$ cat config.mk
export PLATFORM = sky130hd
export DESIGN_NAME = console_cell_to_ansi_utf8
export DESIGN_NICKNAME = d
export VERILOG_FILES = /design/src/design/cc2a_pkg.sv /design/src/design/cc2a_front.sv /design/src/design/cc2a_queue.sv /design/src/design/cc2a_back.sv /design/src/design/console_cell_to_ansi_utf8.sv
export SDC_FILE = /design/constraint.sdc
export NUM_CORES = 1
export LEC_CHECK = 0
export BUFFER_PORTS_ARGS = -buffer_cell sky130_fd_sc_hd__buf_2
export CAP_MARGIN = 20
export CORE_MARGIN = 1
export CORE_UTILIZATION = 50
export CTS_CLUSTER_DIAMETER = 80
export DETAILED_ROUTE_END_ITERATION = 10
export GPL_ROUTABILITY_DRIVEN = 0
export PLACE_DENSITY = 0.69
export SYNTH_ARGS = -nofsm -noshare
export SYNTH_HDL_FRONTEND = slang
export SYNTH_SLANG_ARGS = --single-unit
$ cat constraint.sdc
create_clock -name clk -period 8.8 [get_ports clk]
set_input_delay 0.44 -clock clk [delete_from_list [all_inputs] [get_ports clk]]
set_output_delay 0.44 -clock clk [all_outputs]
set_load 0.02 [all_outputs]
$ cat src/design/cc2a_pkg.sv
`timescale 1ns / 1ps
// shared types, byte codes and helper functions for the console cell encoder
// no dependencies

package cc2a_pkg;

  localparam int COORD_W         = 16;
  localparam int DEF_COORD_BITS  = 16;
  localparam int DEF_QUEUE_DEPTH = 4;

  typedef struct packed {
    logic        kind;
    logic [7:0]  cell_attributes;
    logic [31:0] code_point;
    logic [15:0] row;
    logic [15:0] column;
    logic        force_move;
    logic        line_end;
  } in_item_t;

  typedef struct packed {
    logic [7:0] out_byte;
    logic       last_byte;
  } out_item_t;

  // sgr parts, in emission order
  localparam logic [1:0] PART_BOLD = 2'd0;
  localparam logic [1:0] PART_UND  = 2'd1;
  localparam logic [1:0] PART_FG   = 2'd2;
  localparam logic [1:0] PART_BG   = 2'd3;

  localparam logic [7:0] CH_ESC   = 8'h1B;
  localparam logic [7:0] CH_LBR   = 8'h5B;
  localparam logic [7:0] CH_SEMI  = 8'h3B;
  localparam logic [7:0] CH_M     = 8'h6D;
  localparam logic [7:0] CH_H     = 8'h48;
  localparam logic [7:0] CH_SPACE = 8'h20;
  localparam logic [7:0] CH_QMARK = 8'h3F;
  localparam logic [7:0] CH_ZERO  = 8'h30;
  localparam logic [7:0] CH_ONE   = 8'h31;
  localparam logic [7:0] CH_TWO   = 8'h32;
  localparam logic [7:0] CH_THREE = 8'h33;
  localparam logic [7:0] CH_FOUR  = 8'h34;

  // one classified item, handed from front to back
  typedef struct packed {
    logic                    is_move;
    logic [3:0]              chg;        // {bg, fg, underline, bold} changed
    logic                    bold;
    logic                    und;
    logic [2:0]              fg;
    logic [2:0]              bg;
    logic [1:0]              last_part;
    logic [1:0]              char_last;  // index of the last character byte
    logic [3:0][7:0]         char_bytes;
    logic [COORD_W-1:0]      row_val;
    logic [COORD_W-1:0]      col_val;
    logic [2:0]              row_ndig;
    logic [2:0]              col_ndig;
  } work_t;

  function automatic logic [16:0] pow10(input logic [2:0] pos);
    logic [16:0] p;
    case (pos)
      3'd0:    p = 17'd1;
      3'd1:    p = 17'd10;
      3'd2:    p = 17'd100;
      3'd3:    p = 17'd1000;
      3'd4:    p = 17'd10000;
      default: p = 17'd1;
    endcase
    return p;
  endfunction

  function automatic logic [2:0] dec_len(input logic [COORD_W-1:0] v);
    logic [2:0] n;
    if (17'(v) >= 17'd10000)     n = 3'd5;
    else if (17'(v) >= 17'd1000) n = 3'd4;
    else if (17'(v) >= 17'd100)  n = 3'd3;
    else if (17'(v) >= 17'd10)   n = 3'd2;
    else                         n = 3'd1;
    return n;
  endfunction

endpackage

$ cat src/design/cc2a_front.sv
`timescale 1ns / 1ps
// front end: accepts items, tracks attribute and cursor state, classifies
// each item into a work entry for the queue; uses cc2a_pkg

module cc2a_front #(
  parameter int COORD_BITS = cc2a_pkg::DEF_COORD_BITS
) (
  input  logic                clk,
  input  logic                rst_n,
  input  logic                in_valid,
  output logic                in_stall,
  input  cc2a_pkg::in_item_t  in_data,
  output logic                q_push,
  output cc2a_pkg::work_t     q_entry,
  input  logic                q_full
);
  import cc2a_pkg::*;

  logic                  bold_r, bold_nxt;
  logic                  und_r, und_nxt;
  logic [2:0]            fg_r, fg_nxt;
  logic [2:0]            bg_r, bg_nxt;
  logic [COORD_BITS-1:0] row_r, row_nxt;
  logic [COORD_BITS-1:0] col_r, col_nxt;

  logic                  accept;
  logic                  move_emit;
  logic [COORD_BITS-1:0] mv_row;
  logic [COORD_BITS-1:0] mv_col;
  logic                  a_bold;
  logic                  a_und;
  logic [2:0]            a_fg;
  logic [2:0]            a_bg;
  logic [3:0]            chg;
  logic [31:0]           cp;
  logic [3:0][7:0]       cbytes;
  logic [1:0]            clast;

  assign in_stall = q_full;
  assign accept   = in_valid && !q_full;

  assign mv_row = in_data.row[COORD_BITS-1:0];
  assign mv_col = in_data.column[COORD_BITS-1:0];
  assign move_emit = in_data.force_move || (mv_row != row_r) || (mv_col != col_r);

  // attribute byte is BGR per nibble, colour index is RGB
  assign a_bold = in_data.cell_attributes[3];
  assign a_und  = in_data.cell_attributes[7];
  assign a_fg   = {in_data.cell_attributes[0], in_data.cell_attributes[1],
                   in_data.cell_attributes[2]};
  assign a_bg   = {in_data.cell_attributes[4], in_data.cell_attributes[5],
                   in_data.cell_attributes[6]};
  assign chg    = {a_bg != bg_r, a_fg != fg_r, a_und != und_r, a_bold != bold_r};

  assign cp = in_data.code_point;

  always_comb begin
    cbytes = '0;
    clast  = 2'd0;
    if (cp == 32'h0 || cp == 32'h20) begin
      cbytes[0] = CH_SPACE;
    end else if (cp == 32'h1B) begin
      cbytes[0] = CH_ESC;
      cbytes[1] = CH_ESC;
      clast     = 2'd1;
    end else if (cp < 32'h80) begin
      cbytes[0] = cp[7:0];
    end else if (cp < 32'h800) begin
      cbytes[0] = {3'b110, cp[10:6]};
      cbytes[1] = {2'b10, cp[5:0]};
      clast     = 2'd1;
    end else if (cp < 32'h10000) begin
      cbytes[0] = {4'b1110, cp[15:12]};
      cbytes[1] = {2'b10, cp[11:6]};
      cbytes[2] = {2'b10, cp[5:0]};
      clast     = 2'd2;
    end else if (cp <= 32'h10FFFF) begin
      cbytes[0] = {5'b11110, cp[20:18]};
      cbytes[1] = {2'b10, cp[17:12]};
      cbytes[2] = {2'b10, cp[11:6]};
      cbytes[3] = {2'b10, cp[5:0]};
      clast     = 2'd3;
    end else begin
      cbytes[0] = CH_QMARK;
    end
  end

  always_comb begin
    q_entry            = '0;
    q_entry.is_move    = in_data.kind;
    q_entry.chg        = in_data.kind ? 4'b0000 : chg;
    q_entry.bold       = a_bold;
    q_entry.und        = a_und;
    q_entry.fg         = a_fg;
    q_entry.bg         = a_bg;
    if (chg[3])      q_entry.last_part = PART_BG;
    else if (chg[2]) q_entry.last_part = PART_FG;
    else if (chg[1]) q_entry.last_part = PART_UND;
    else             q_entry.last_part = PART_BOLD;
    q_entry.char_last  = clast;
    q_entry.char_bytes = cbytes;
    q_entry.row_val    = COORD_W'(mv_row);
    q_entry.col_val    = COORD_W'(mv_col);
    q_entry.row_ndig   = dec_len(COORD_W'(mv_row));
    q_entry.col_ndig   = dec_len(COORD_W'(mv_col));
  end

  // an unchanged, unforced move produces nothing and is not queued
  assign q_push = accept && (!in_data.kind || move_emit);

  always_comb begin
    bold_nxt = bold_r;
    und_nxt  = und_r;
    fg_nxt   = fg_r;
    bg_nxt   = bg_r;
    row_nxt  = row_r;
    col_nxt  = col_r;
    if (accept) begin
      if (in_data.kind) begin
        if (move_emit) begin
          row_nxt = mv_row;
          col_nxt = mv_col;
        end
      end else begin
        bold_nxt = a_bold;
        und_nxt  = a_und;
        fg_nxt   = a_fg;
        bg_nxt   = a_bg;
        col_nxt  = col_r + COORD_BITS'(1);
      end
    end
  end

  always_ff @(posedge clk) begin
    if (!rst_n) begin
      bold_r <= 1'b0;
      und_r  <= 1'b0;
      fg_r   <= '0;
      bg_r   <= '0;
      row_r  <= '0;
      col_r  <= '0;
    end else begin
      bold_r <= bold_nxt;
      und_r  <= und_nxt;
      fg_r   <= fg_nxt;
      bg_r   <= bg_nxt;
      row_r  <= row_nxt;
      col_r  <= col_nxt;
    end
  end

endmodule

$ cat src/design/cc2a_queue.sv
`timescale 1ns / 1ps
// small fifo of work entries between front and back
// uses cc2a_pkg for the entry type

module cc2a_queue #(
  parameter int DEPTH = cc2a_pkg::DEF_QUEUE_DEPTH
) (
  input  logic             clk,
  input  logic             rst_n,
  input  logic             push,
  input  cc2a_pkg::work_t  push_data,
  input  logic             pop,
  output cc2a_pkg::work_t  head,
  output logic             full,
  output logic             empty
);
  import cc2a_pkg::*;

  localparam int PTR_W = (DEPTH > 1) ? $clog2(DEPTH) : 1;
  localparam int CNT_W = $clog2(DEPTH + 1);

  work_t             mem_r [DEPTH];
  logic [PTR_W-1:0]  wr_ptr_r, wr_ptr_nxt;
  logic [PTR_W-1:0]  rd_ptr_r, rd_ptr_nxt;
  logic [CNT_W-1:0]  count_r, count_nxt;

  assign full  = (count_r == CNT_W'(DEPTH));
  assign empty = (count_r == '0);
  assign head  = mem_r[rd_ptr_r];

  always_comb begin
    wr_ptr_nxt = wr_ptr_r;
    rd_ptr_nxt = rd_ptr_r;
    count_nxt  = count_r;
    if (push) begin
      wr_ptr_nxt = (wr_ptr_r == PTR_W'(DEPTH - 1)) ? '0 : wr_ptr_r + PTR_W'(1);
    end
    if (pop) begin
      rd_ptr_nxt = (rd_ptr_r == PTR_W'(DEPTH - 1)) ? '0 : rd_ptr_r + PTR_W'(1);
    end
    if (push && !pop)      count_nxt = count_r + CNT_W'(1);
    else if (pop && !push) count_nxt = count_r - CNT_W'(1);
  end

  always_ff @(posedge clk) begin
    if (!rst_n) begin
      wr_ptr_r <= '0;
      rd_ptr_r <= '0;
      count_r  <= '0;
    end else begin
      wr_ptr_r <= wr_ptr_nxt;
      rd_ptr_r <= rd_ptr_nxt;
      count_r  <= count_nxt;
    end
  end

  always_ff @(posedge clk) begin
    if (push) begin
      mem_r[wr_ptr_r] <= push_data;
    end
  end

  a_no_push_full: assert property (@(posedge clk) disable iff (!rst_n)
    push |-> !full)
    else $error("queue written while full");

  a_no_pop_empty: assert property (@(posedge clk) disable iff (!rst_n)
    pop |-> !empty)
    else $error("queue read while empty");

  a_count_up: assert property (@(posedge clk) disable iff (!rst_n)
    (push && !pop) |=> count_r == $past(count_r) + CNT_W'(1))
    else $error("queue fill count did not follow a lone write");

endmodule

$ cat src/design/cc2a_back.sv
`timescale 1ns / 1ps
// back end: expands one work entry into escape, character and decimal bytes,
// one byte per cycle while out_stall is low, into an output register; uses cc2a_pkg

module cc2a_back (
  input  logic                 clk,
  input  logic                 rst_n,
  input  cc2a_pkg::work_t      q_head,
  input  logic                 q_empty,
  output logic                 q_pop,
  output logic                 out_valid,
  input  logic                 out_stall,
  output cc2a_pkg::out_item_t  out_data
);
  import cc2a_pkg::*;

  localparam logic [3:0] P_IDLE = 4'd0;
  localparam logic [3:0] P_ESC  = 4'd1;
  localparam logic [3:0] P_LBR  = 4'd2;
  localparam logic [3:0] P_BOLD = 4'd3;
  localparam logic [3:0] P_UND  = 4'd4;
  localparam logic [3:0] P_FG   = 4'd5;
  localparam logic [3:0] P_BG   = 4'd6;
  localparam logic [3:0] P_CHAR = 4'd7;
  localparam logic [3:0] P_ROW  = 4'd8;
  localparam logic [3:0] P_SEMI = 4'd9;
  localparam logic [3:0] P_COL  = 4'd10;
  localparam logic [3:0] P_H    = 4'd11;

  function automatic logic [3:0] first_part(input logic [3:0] m);
    logic [3:0] p;
    if (m[0])      p = P_BOLD;
    else if (m[1]) p = P_UND;
    else if (m[2]) p = P_FG;
    else if (m[3]) p = P_BG;
    else           p = P_CHAR;
    return p;
  endfunction

  logic [3:0]  phase_r, phase_nxt;
  logic [1:0]  sub_r, sub_nxt;
  logic [2:0]  pos_r, pos_nxt;
  logic [16:0] rem_r, rem_nxt;
  work_t       cur_r;

  logic        out_valid_r;
  out_item_t   out_data_r;

  logic        advance;
  logic        emit;
  logic        done;
  logic [7:0]  byte_v;

  logic [1:0]  part_idx;
  logic        two_char;
  logic [7:0]  c0;
  logic [7:0]  c1;
  logic        part_end;
  logic [16:0] p10;
  logic [3:0]  digit;

  assign advance = !out_valid_r || !out_stall;

  assign part_idx = 2'(phase_r - P_BOLD);

  // text of the current sgr part
  always_comb begin
    two_char = 1'b0;
    c0       = CH_TWO;
    c1       = CH_TWO;
    case (part_idx)
      PART_BOLD: begin
        two_char = cur_r.bold;
        c0       = cur_r.bold ? CH_ONE : CH_TWO;
        c1       = CH_TWO;
      end
      PART_UND: begin
        two_char = cur_r.und;
        c0       = cur_r.und ? CH_FOUR : CH_TWO;
        c1       = CH_FOUR;
      end
      PART_FG: begin
        c0 = CH_THREE;
        c1 = {5'b00110, cur_r.fg};
      end
      default: begin
        c0 = CH_FOUR;
        c1 = {5'b00110, cur_r.bg};
      end
    endcase
  end

  assign part_end = two_char ? (sub_r == 2'd1) : (sub_r == 2'd2);

  // one decimal digit per cycle while the output is not stalled, most significant first
  assign p10 = pow10(pos_r);
  always_comb begin
    digit = 4'd0;
    for (int i = 1; i < 10; i++) begin
      if (rem_r >= 17'(i) * p10) digit = 4'(i);
    end
  end

  always_comb begin
    byte_v    = CH_ESC;
    emit      = 1'b1;
    done      = 1'b0;
    phase_nxt = phase_r;
    sub_nxt   = sub_r;
    pos_nxt   = pos_r;
    rem_nxt   = rem_r;
    unique case (phase_r) inside
      P_IDLE: begin
        emit = 1'b0;
      end
      P_ESC: begin
        byte_v    = CH_ESC;
        phase_nxt = P_LBR;
      end
      P_LBR: begin
        byte_v    = CH_LBR;
        phase_nxt = cur_r.is_move ? P_ROW : first_part(cur_r.chg);
      end
      P_BOLD, P_UND, P_FG, P_BG: begin
        if (part_end) begin
          // the closing separator of the last listed part ends the sequence
          byte_v    = (part_idx == cur_r.last_part) ? CH_M : CH_SEMI;
          sub_nxt   = 2'd0;
          phase_nxt = first_part(cur_r.chg & (4'b1110 << part_idx));
        end else begin
          byte_v  = (sub_r == 2'd0) ? c0 : c1;
          sub_nxt = sub_r + 2'd1;
        end
      end
      P_CHAR: begin
        byte_v = cur_r.char_bytes[sub_r];
        if (sub_r == cur_r.char_last) begin
          done = 1'b1;
        end else begin
          sub_nxt = sub_r + 2'd1;
        end
      end
      P_ROW, P_COL: begin
        byte_v  = CH_ZERO + 8'(digit);
        rem_nxt = rem_r - 17'(digit) * p10;
        if (pos_r == 3'd0) begin
          phase_nxt = (phase_r == P_ROW) ? P_SEMI : P_H;
        end else begin
          pos_nxt = pos_r - 3'd1;
        end
      end
      P_SEMI: begin
        byte_v    = CH_SEMI;
        rem_nxt   = 17'(cur_r.col_val);
        pos_nxt   = cur_r.col_ndig - 3'd1;
        phase_nxt = P_COL;
      end
      P_H: begin
        byte_v = CH_H;
        done   = 1'b1;
      end
      default: begin
        emit      = 1'b0;
        phase_nxt = P_IDLE;
      end
    endcase
    if (done) phase_nxt = P_IDLE;
  end

  // the next entry is taken on the cycle that ends the current one
  assign q_pop = advance && ((phase_r == P_IDLE) || done) && !q_empty;

  always_ff @(posedge clk) begin
    if (!rst_n) begin
      phase_r <= P_IDLE;
      sub_r   <= 2'd0;
      pos_r   <= 3'd0;
      rem_r   <= '0;
    end else if (advance) begin
      if (q_pop) begin
        phase_r <= (q_head.is_move || (q_head.chg != 4'b0000)) ? P_ESC : P_CHAR;
        sub_r   <= 2'd0;
        pos_r   <= q_head.row_ndig - 3'd1;
        rem_r   <= 17'(q_head.row_val);
      end else begin
        phase_r <= phase_nxt;
        sub_r   <= sub_nxt;
        pos_r   <= pos_nxt;
        rem_r   <= rem_nxt;
      end
    end
  end

  always_ff @(posedge clk) begin
    if (q_pop) begin
      cur_r <= q_head;
    end
  end

  always_ff @(posedge clk) begin
    if (!rst_n) begin
      out_valid_r <= 1'b0;
    end else if (advance) begin
      out_valid_r <= emit;
    end
  end

  always_ff @(posedge clk) begin
    if (advance && emit) begin
      out_data_r.out_byte  <= byte_v;
      out_data_r.last_byte <= done;
    end
  end

  assign out_valid = out_valid_r;
  assign out_data  = out_data_r;

  a_digit_range: assert property (@(posedge clk) disable iff (!rst_n)
    (phase_r == P_ROW || phase_r == P_COL) |-> rem_r < 17'(10) * pow10(pos_r))
    else $error("decimal remainder exceeds its digit position");

  a_char_index: assert property (@(posedge clk) disable iff (!rst_n)
    (phase_r == P_CHAR) |-> sub_r <= cur_r.char_last)
    else $error("character byte index past the encoded length");

endmodule

$ cat src/design/console_cell_to_ansi_utf8.sv
`timescale 1ns / 1ps
// top level of the console cell to ansi/utf-8 encoder
// instantiates cc2a_front, cc2a_queue and cc2a_back; uses cc2a_pkg

// Turns screen cells and cursor moves into a terminal byte stream. The front
// end takes one item per cycle while the work queue (QUEUE_DEPTH entries) has
// room; an unchanged, unforced cursor move is absorbed there and produces no
// bytes. The back end emits one byte per cycle while it has entries and
// out_stall is low; an item yields 1 to 4 bytes for a plain cell, up to 18
// for a cell that also changes all attributes and up to 14 for a cursor move.
// The last byte of every item is flagged with last_byte. Row and column are
// taken modulo 2^COORD_BITS, and each cell advances the stored column with
// the same wrap.

module console_cell_to_ansi_utf8 #(
  parameter int COORD_BITS  = cc2a_pkg::DEF_COORD_BITS,
  parameter int QUEUE_DEPTH = cc2a_pkg::DEF_QUEUE_DEPTH
) (
  input  logic                 clk,
  input  logic                 rst_n,
  input  logic                 in_valid,
  output logic                 in_stall,
  input  cc2a_pkg::in_item_t   in_data,
  output logic                 out_valid,
  input  logic                 out_stall,
  output cc2a_pkg::out_item_t  out_data
);
  import cc2a_pkg::*;

  logic   q_push;
  work_t  q_entry;
  logic   q_full;
  logic   q_empty;
  logic   q_pop;
  work_t  q_head;

  cc2a_front #(
    .COORD_BITS (COORD_BITS)
  ) u_front (
    .clk      (clk),
    .rst_n    (rst_n),
    .in_valid (in_valid),
    .in_stall (in_stall),
    .in_data  (in_data),
    .q_push   (q_push),
    .q_entry  (q_entry),
    .q_full   (q_full)
  );

  cc2a_queue #(
    .DEPTH (QUEUE_DEPTH)
  ) u_queue (
    .clk       (clk),
    .rst_n     (rst_n),
    .push      (q_push),
    .push_data (q_entry),
    .pop       (q_pop),
    .head      (q_head),
    .full      (q_full),
    .empty     (q_empty)
  );

  cc2a_back u_back (
    .clk       (clk),
    .rst_n     (rst_n),
    .q_head    (q_head),
    .q_empty   (q_empty),
    .q_pop     (q_pop),
    .out_valid (out_valid),
    .out_stall (out_stall),
    .out_data  (out_data)
  );

endmodule

==> metrics.cfg, run 1 <==
[run_status]
status = finished clean

[floorplanning]
dieWidth_um = 229
die_h_um = 229
core_area_um2 = 50600
dieArea_um2 = 52500
start_util_pct = 51.0
ios = 90
row_count = 82

[sta]
period_share_pct = 95.8
clock.fmax_mhz = 119
skew_ps = 9.80
hold_slack_ps = 157
post-route-min-period_ps = 8430
slew-limit-headroom_pct = 26.6
setup_viol = 0
drv_slew = 0
worst_slack_ps = 370
tightestPinTransition_ps = 1100
hold_viol = 0

[clock_tree]
cts_tree = built
htreeDepth = 2
cts_buffer_depth = 3
clock_sinks = 481
numCtsBuffers = 44
clock_latency_ps = 540
root_buffer = clkbuf_16
clk_pin_slew_worst_paths_ps = 70
cts.hold.buffers_added = 0

[placed_design]
dpl.hpwl_um = 41900
portBuffers = 88
place_ws_ps = -101

[critical_path]
cp_max_fo = 6
cpMaxStageDelayCell = fa_1
worstPathArrival_ps = 8910
critical_path_required_ps = 9280
critPathCaptureType = register
crit_type = register to register
cpPeakStageDelay_ps = 540
cp-start-kind = register
cp_common_cell = fa_1

[grt]
met2_usage_pct = 38.0
gr-total-overflow = 0
grtUsageMet3_pct = 2.60
first_global_vias = 17316
antenna_found_initial = 1
grt_start_max_net_pins = 62
grt.total_usage_pct = 23.3
use_met1_pct = 32.5
grt.busiest_layer = met2
grt_first_pass_wirelength_um = 96400

[cells_and_area]
final_core_util_pct = 57.9
n_fill_cell = 3958
nets = 2462
multiInputGateArea_um2 = 11700
syn_to_final_growth_pct = 13.5
regArea_um2 = 13700
diodes = 0
drive_above_1_share_pct = 19.2

[drt]
detail_route.vias_per_cell = 5.98
wl_per_cell_um = 21.2
via_count = 17145
firstDrtPassIters = 5
postRouteAntennaNets = 0
drc_errors = 0
first_iter_violations = 1504
wl_um = 60800

[synthesis]
yosys.cell_types.count = 89
async_flop_share_pct = 0
ys_warn_count = 0
yosysSeqAreaShare_pct = 53.0
ys_ff_latch = 481
postSynthAreaPerCell_um2 = 12.7
ys.flop_type = edfxtp_1
netlist_instances = 2025
synth_edf_count = 405
synth_area_um2 = 25800

[flow_run]
max_cap_viol_count = 0

[hold_path]
hold_path_class = input pin to register

-- kinds of logic after synthesis --
logic type	count (synthesis)	share of synthesized area [%]
other	2	0.0291
xor gates and xnor gates	83	2.82
muxes	115	8.83
buffers and inverters	208	3.21
adders and majority gates	223	12.0
and+or+nand+nor	486	9.39
AOI/OAI and AO/OA	427	10.7
DFF	481	53.0
-- worst paths after layout --
check	start	end	slack, ps	depth (start not counted)
worst min register to register	u_front.fg_r[2]	u_front.fg_r[2]	470	2
worst max register to register	u_back.pos_r[0]	u_back.rem_r[7]	370	41
worst max-delay path	u_back.pos_r[0]	u_back.rem_r[7]	370	41
worst min-delay path	in_data[67]	u_queue.mem_r[3][78]	160	1
-- registers in the layout (all words and copies together), names as in the netlist, 2 cells and up, named ones only --
signal and count:
u_front.col_r 16, u_queue.wr_ptr_r 2, u_queue.rd_ptr_r 2, u_back.phase_r 4, u_front.fg_r 3, u_queue.count_r 3, u_back.out_data 9, u_queue.mem_r 332
u_back.cur_r 64, u_front.row_r 16, u_back.pos_r 3, u_back.sub_r 2, u_front.bg_r 3, u_back.rem_r 17
-- through the flow --
step	setup TNS, ps	area [um^2]	std cells
after global placement	0	27400	2782
after detailed placement	-377	27400	2782
after global routing	-380	29300	2866
final	0	29300	2866
after CTS	0	29000	2863
after floorplan	0	25900	2029
-- metal layers --
layer | wire length [um] | part of all wire, %
met1 | 27000 | 44
met2 | 28500 | 47
met3 | 3250 | 5.4
met4 | 2020 | 3.3
met5 | 8 | 0.013
-- synthesized netlist by cell type (all sizes together), types with 8 or more instances --
master | count | area [um^2]
xor2 | 40 | 350
nor3 | 38 | 195
or2 | 9 | 58.8
mux4 | 90 | 2030
nand3 | 49 | 250
a21oi | 124 | 624
xnor2 | 43 | 377
a31oi | 14 | 87.6
o21bai | 11 | 82.6
and2 | 16 | 100
a22o | 11 | 96.3
nor4 | 20 | 125
nand2 | 128 | 495
nand2b | 21 | 131
nor2 | 128 | 521
a211oi | 21 | 173
and4 | 8 | 70.1
o211ai | 28 | 210
buf | 25 | 143
edfxtp | 405 | 12200
clkbuf | 46 | 173
o21ai | 112 | 572
nand4 | 18 | 113
or3 | 8 | 50.1
inv | 137 | 514
o2111ai | 9 | 78.8
mux2i | 24 | 240
dfxtp | 76 | 1520
a21o | 19 | 143
nor2b | 16 | 100
fa | 41 | 821
o31ai | 8 | 70.1
ha | 182 | 2280
-- placed cells by master (no fill, tap or decap), drive strengths merged, types with 76 or more instances in the layout --
cell / Yosys / layout
nand2: 128 / 128
inv: 137 / 136
edfxtp: 405 / 405
mux4: 90 / 90
a21oi: 124 / 124
buf: 25 / 156
ha: 182 / 182
o21ai: 112 / 112
dfxtp: 76 / 76
nor2: 128 / 128
-- repair_timing --
item | CTS | global route
endpoints found under the setup margin | 8 | 13
buffers inserted | 1 | 4
pin swaps | 5 | 46
gates resized for setup | 8 | 62
-- critical path, delay by kind of cell, from the launching register on --
kind | cells | cell delay, ps
adders and majority gates | 8 | 2930
buffers and inverters | 9 | 890
DFF | 1 | 360
AOI/OAI and AO/OA | 9 | 1540
and+or+nand+nor | 14 | 2510
xor gates and xnor gates | 1 | 110
-- area by class of cell --
cell class / count / share of cell area [%]
multi-input combinational: 1340 / 39.9
clock inverter: 21 / 1.05
clock buffer: 59 / 4.30
inverter: 137 / 1.79
timing repair buffer: 156 / 3.32
sequential: 481 / 46.7
tap: 672 / 2.87
Power of run 1 is not shown: default switching activity piles up to over one toggle a cycle in this logic, so the estimate is an artifact.
==> inputs of run 2 (changes only) <==
- CAP_MARGIN: 20 -> unset
- clock period: 8.8 -> 7.2 ns (I/O delays scaled with it)
==> metrics.cfg, run 2 (synthesized netlist as in run 1, its figures left out) <==
[run_status]
status = finished with violations  ; was finished clean
violations = setup timing

[critical_path]
cpMaxStageDelayCell = or4b_4  ; was fa_1
cp-start-kind = register  ; unchanged
cp_max_fo = 5  ; was 6
crit_type = register to register  ; unchanged
critPathCaptureType = register  ; unchanged
worstPathArrival_ps = 8800  ; was 8910 ps
critical_path_required_ps = 7630  ; was 9280 ps
cp_common_cell = a21oi_2  ; was fa_1
rr_worst_depth = 44  ; was 41
cpPeakStageDelay_ps = 540  ; about the same

[cells_and_area]
top_regs = u_queue.mem_r (332), u_back.cur_r (64), u_back.rem_r (17)  ; unchanged
stdcell_count = 2994  ; was 2,866
top_register = u_queue.mem_r  ; unchanged
final_area_um2 = 30600  ; was 29,300 um^2
syn_to_final_growth_pct = 18.4  ; was 13.5%
drive_above_1_share_pct = 25.5  ; was 19.2%
final_cell_mix = edfxtp_1, buf_4, ha_1  ; was edfxtp_1, ha_1, inv_1, nand2_1, nor2_1
diodes = 0  ; unchanged
n_fill_cell = 3838  ; was 3,958
largest_reg_flops = 332  ; unchanged
final_core_util_pct = 60.4  ; was 57.9%
nets = 2587  ; was 2,462
layout_commonest_cell = edfxtp_1  ; unchanged

[clock_tree]
clock_latency_ps = 550  ; was 540 ps
root_buffer = clkbuf_16  ; unchanged
htreeDepth = 2  ; unchanged
cts.hold.buffers_added = 0  ; unchanged
cts_buffer_depth = 3  ; unchanged
cts_tree = built  ; unchanged
numCtsBuffers = 46  ; was 44
clock_sinks = 481  ; unchanged
clk_pin_slew_worst_paths_ps = 60  ; was 70 ps

[drt]
wl_um = 63600  ; was 60,800 um
first_iter_violations = 1608  ; was 1,504
firstDrtPassIters = 6  ; was 5
detail_route.vias_per_cell = 5.96  ; was 5.98
postRouteAntennaNets = 0  ; unchanged
wl_per_cell_um = 21.2  ; about the same
via_count = 17859  ; was 17,145
drc_errors = 0  ; unchanged

[floorplanning]
start_util_pct = 51.0  ; unchanged
core_area_um2 = 50600  ; unchanged
dieWidth_um = 229  ; unchanged
ios = 90  ; unchanged
die_h_um = 229  ; unchanged
dieArea_um2 = 52500  ; unchanged
row_count = 82  ; unchanged

[hold_path]
hold_path_class = input pin to register  ; unchanged
hold_depth = 1  ; unchanged

[sta]
worst_slack_ps = -1170  ; was 370 ps
rsz0062_at_grt = true
finalSetupTns_ps = -12920  ; was 0 ps
skew_ps = 16.9  ; was 9.80 ps
clock.fmax_mhz = 120  ; was 119 MHz
tightestPinTransition_ps = 1080  ; was 1100 ps
drv_slew = 0  ; unchanged
setup_viol = 15  ; was 0
post-route-min-period_ps = 8370  ; was 8430 ps
slew-limit-headroom_pct = 27.7  ; was 26.6%
period_share_pct = 116  ; was 95.8%
hold_viol = 0  ; unchanged

[grt]
antenna_found_initial = 0  ; was 1
grt_first_pass_wirelength_um = 99300  ; was 96,400 um
grt_start_max_net_pins = 57  ; was 62
first_global_vias = 17744  ; was 17,316
gr-total-overflow = 0  ; unchanged
grt.total_usage_pct = 24.1  ; was 23.3%

[placed_design]
dp.cells = 2877  ; was 2,782
post_dp_cell_area_um2 = 28200  ; was 27,400 um^2
dpl.hpwl_um = 43700  ; was 41,900 um
portBuffers = 88  ; unchanged

[flow_run]
max_cap_viol_count = 0  ; unchanged

## run 2: changes by cell type in the layout (fill, tap and decap cells not counted), sizes merged
cell	change
buf	+123
clkinvlp	-1
clkinv	+5
bufinv	-4
inv	+2
clkbuf	+3
## run 2: final timing paths
| check | to | startpoint | slack (ps) |
|---|---|---|---|
| max | u_back.rem_r[16] | u_back.pos_r[1] | -1170 |
| min | u_queue.mem_r[2][80] | in_data[73] | 70 |
| max reg2reg | u_back.rem_r[16] | u_back.pos_r[1] | -1170 |
| min reg2reg | u_front.bg_r[2] | u_front.bg_r[2] | 470 |
## run 2: layout make-up
cell class | count | area (um^2) | area share (%)
Sequential cell | 481 | 13700 | 44.8
Multi-Input combinational cell | 1340 | 11900 | 39.1
Timing Repair Buffer | 279 | 1930 | 6.32
Clock buffer | 62 | 1370 | 4.47
Tap cell | 672 | 841 | 2.75
Inverter | 137 | 542 | 1.77
Clock inverter | 23 | 231 | 0.758
## run 2: metrics by stage
step                      hold WS (ps)  worst slack, ps
after global routing              60.1            -1540
after detailed placement           460            -1350
after floorplan                    448            -1170
after CTS                         45.0            -1220
final                             71.8            -1170
after global placement             453            -1140
## run 2: layer usage
layer	wire, um	GRT usage [%]	vias up
met4	1440	5.83	0
met3	3700	2.79	108
met5	0	0	-
met1	28100	34.2	8943
li1	-	-	8208
met2	30300	39.7	600
## run 2: worst max-delay path: cells and delay by family (launching register included)
family / cells / cell delay, ps
adder cells (fa/ha/maj): 8 / 3020
multiplexers: 1 / 160
buffers and inverters: 10 / 970
XOR/XNOR: 1 / 90
AO/OA/AOI/OAI: 14 / 2220
flip-flops: 1 / 360
AND/OR/NAND/NOR: 10 / 1390
## run 2: repair_timing
item,in CTS,in global routing
pin swaps,39,67
gates resized for setup,45,73
endpoints found under the setup margin,16,17
setup buffers,24,16
Power of run 2 is left out for the same reason.
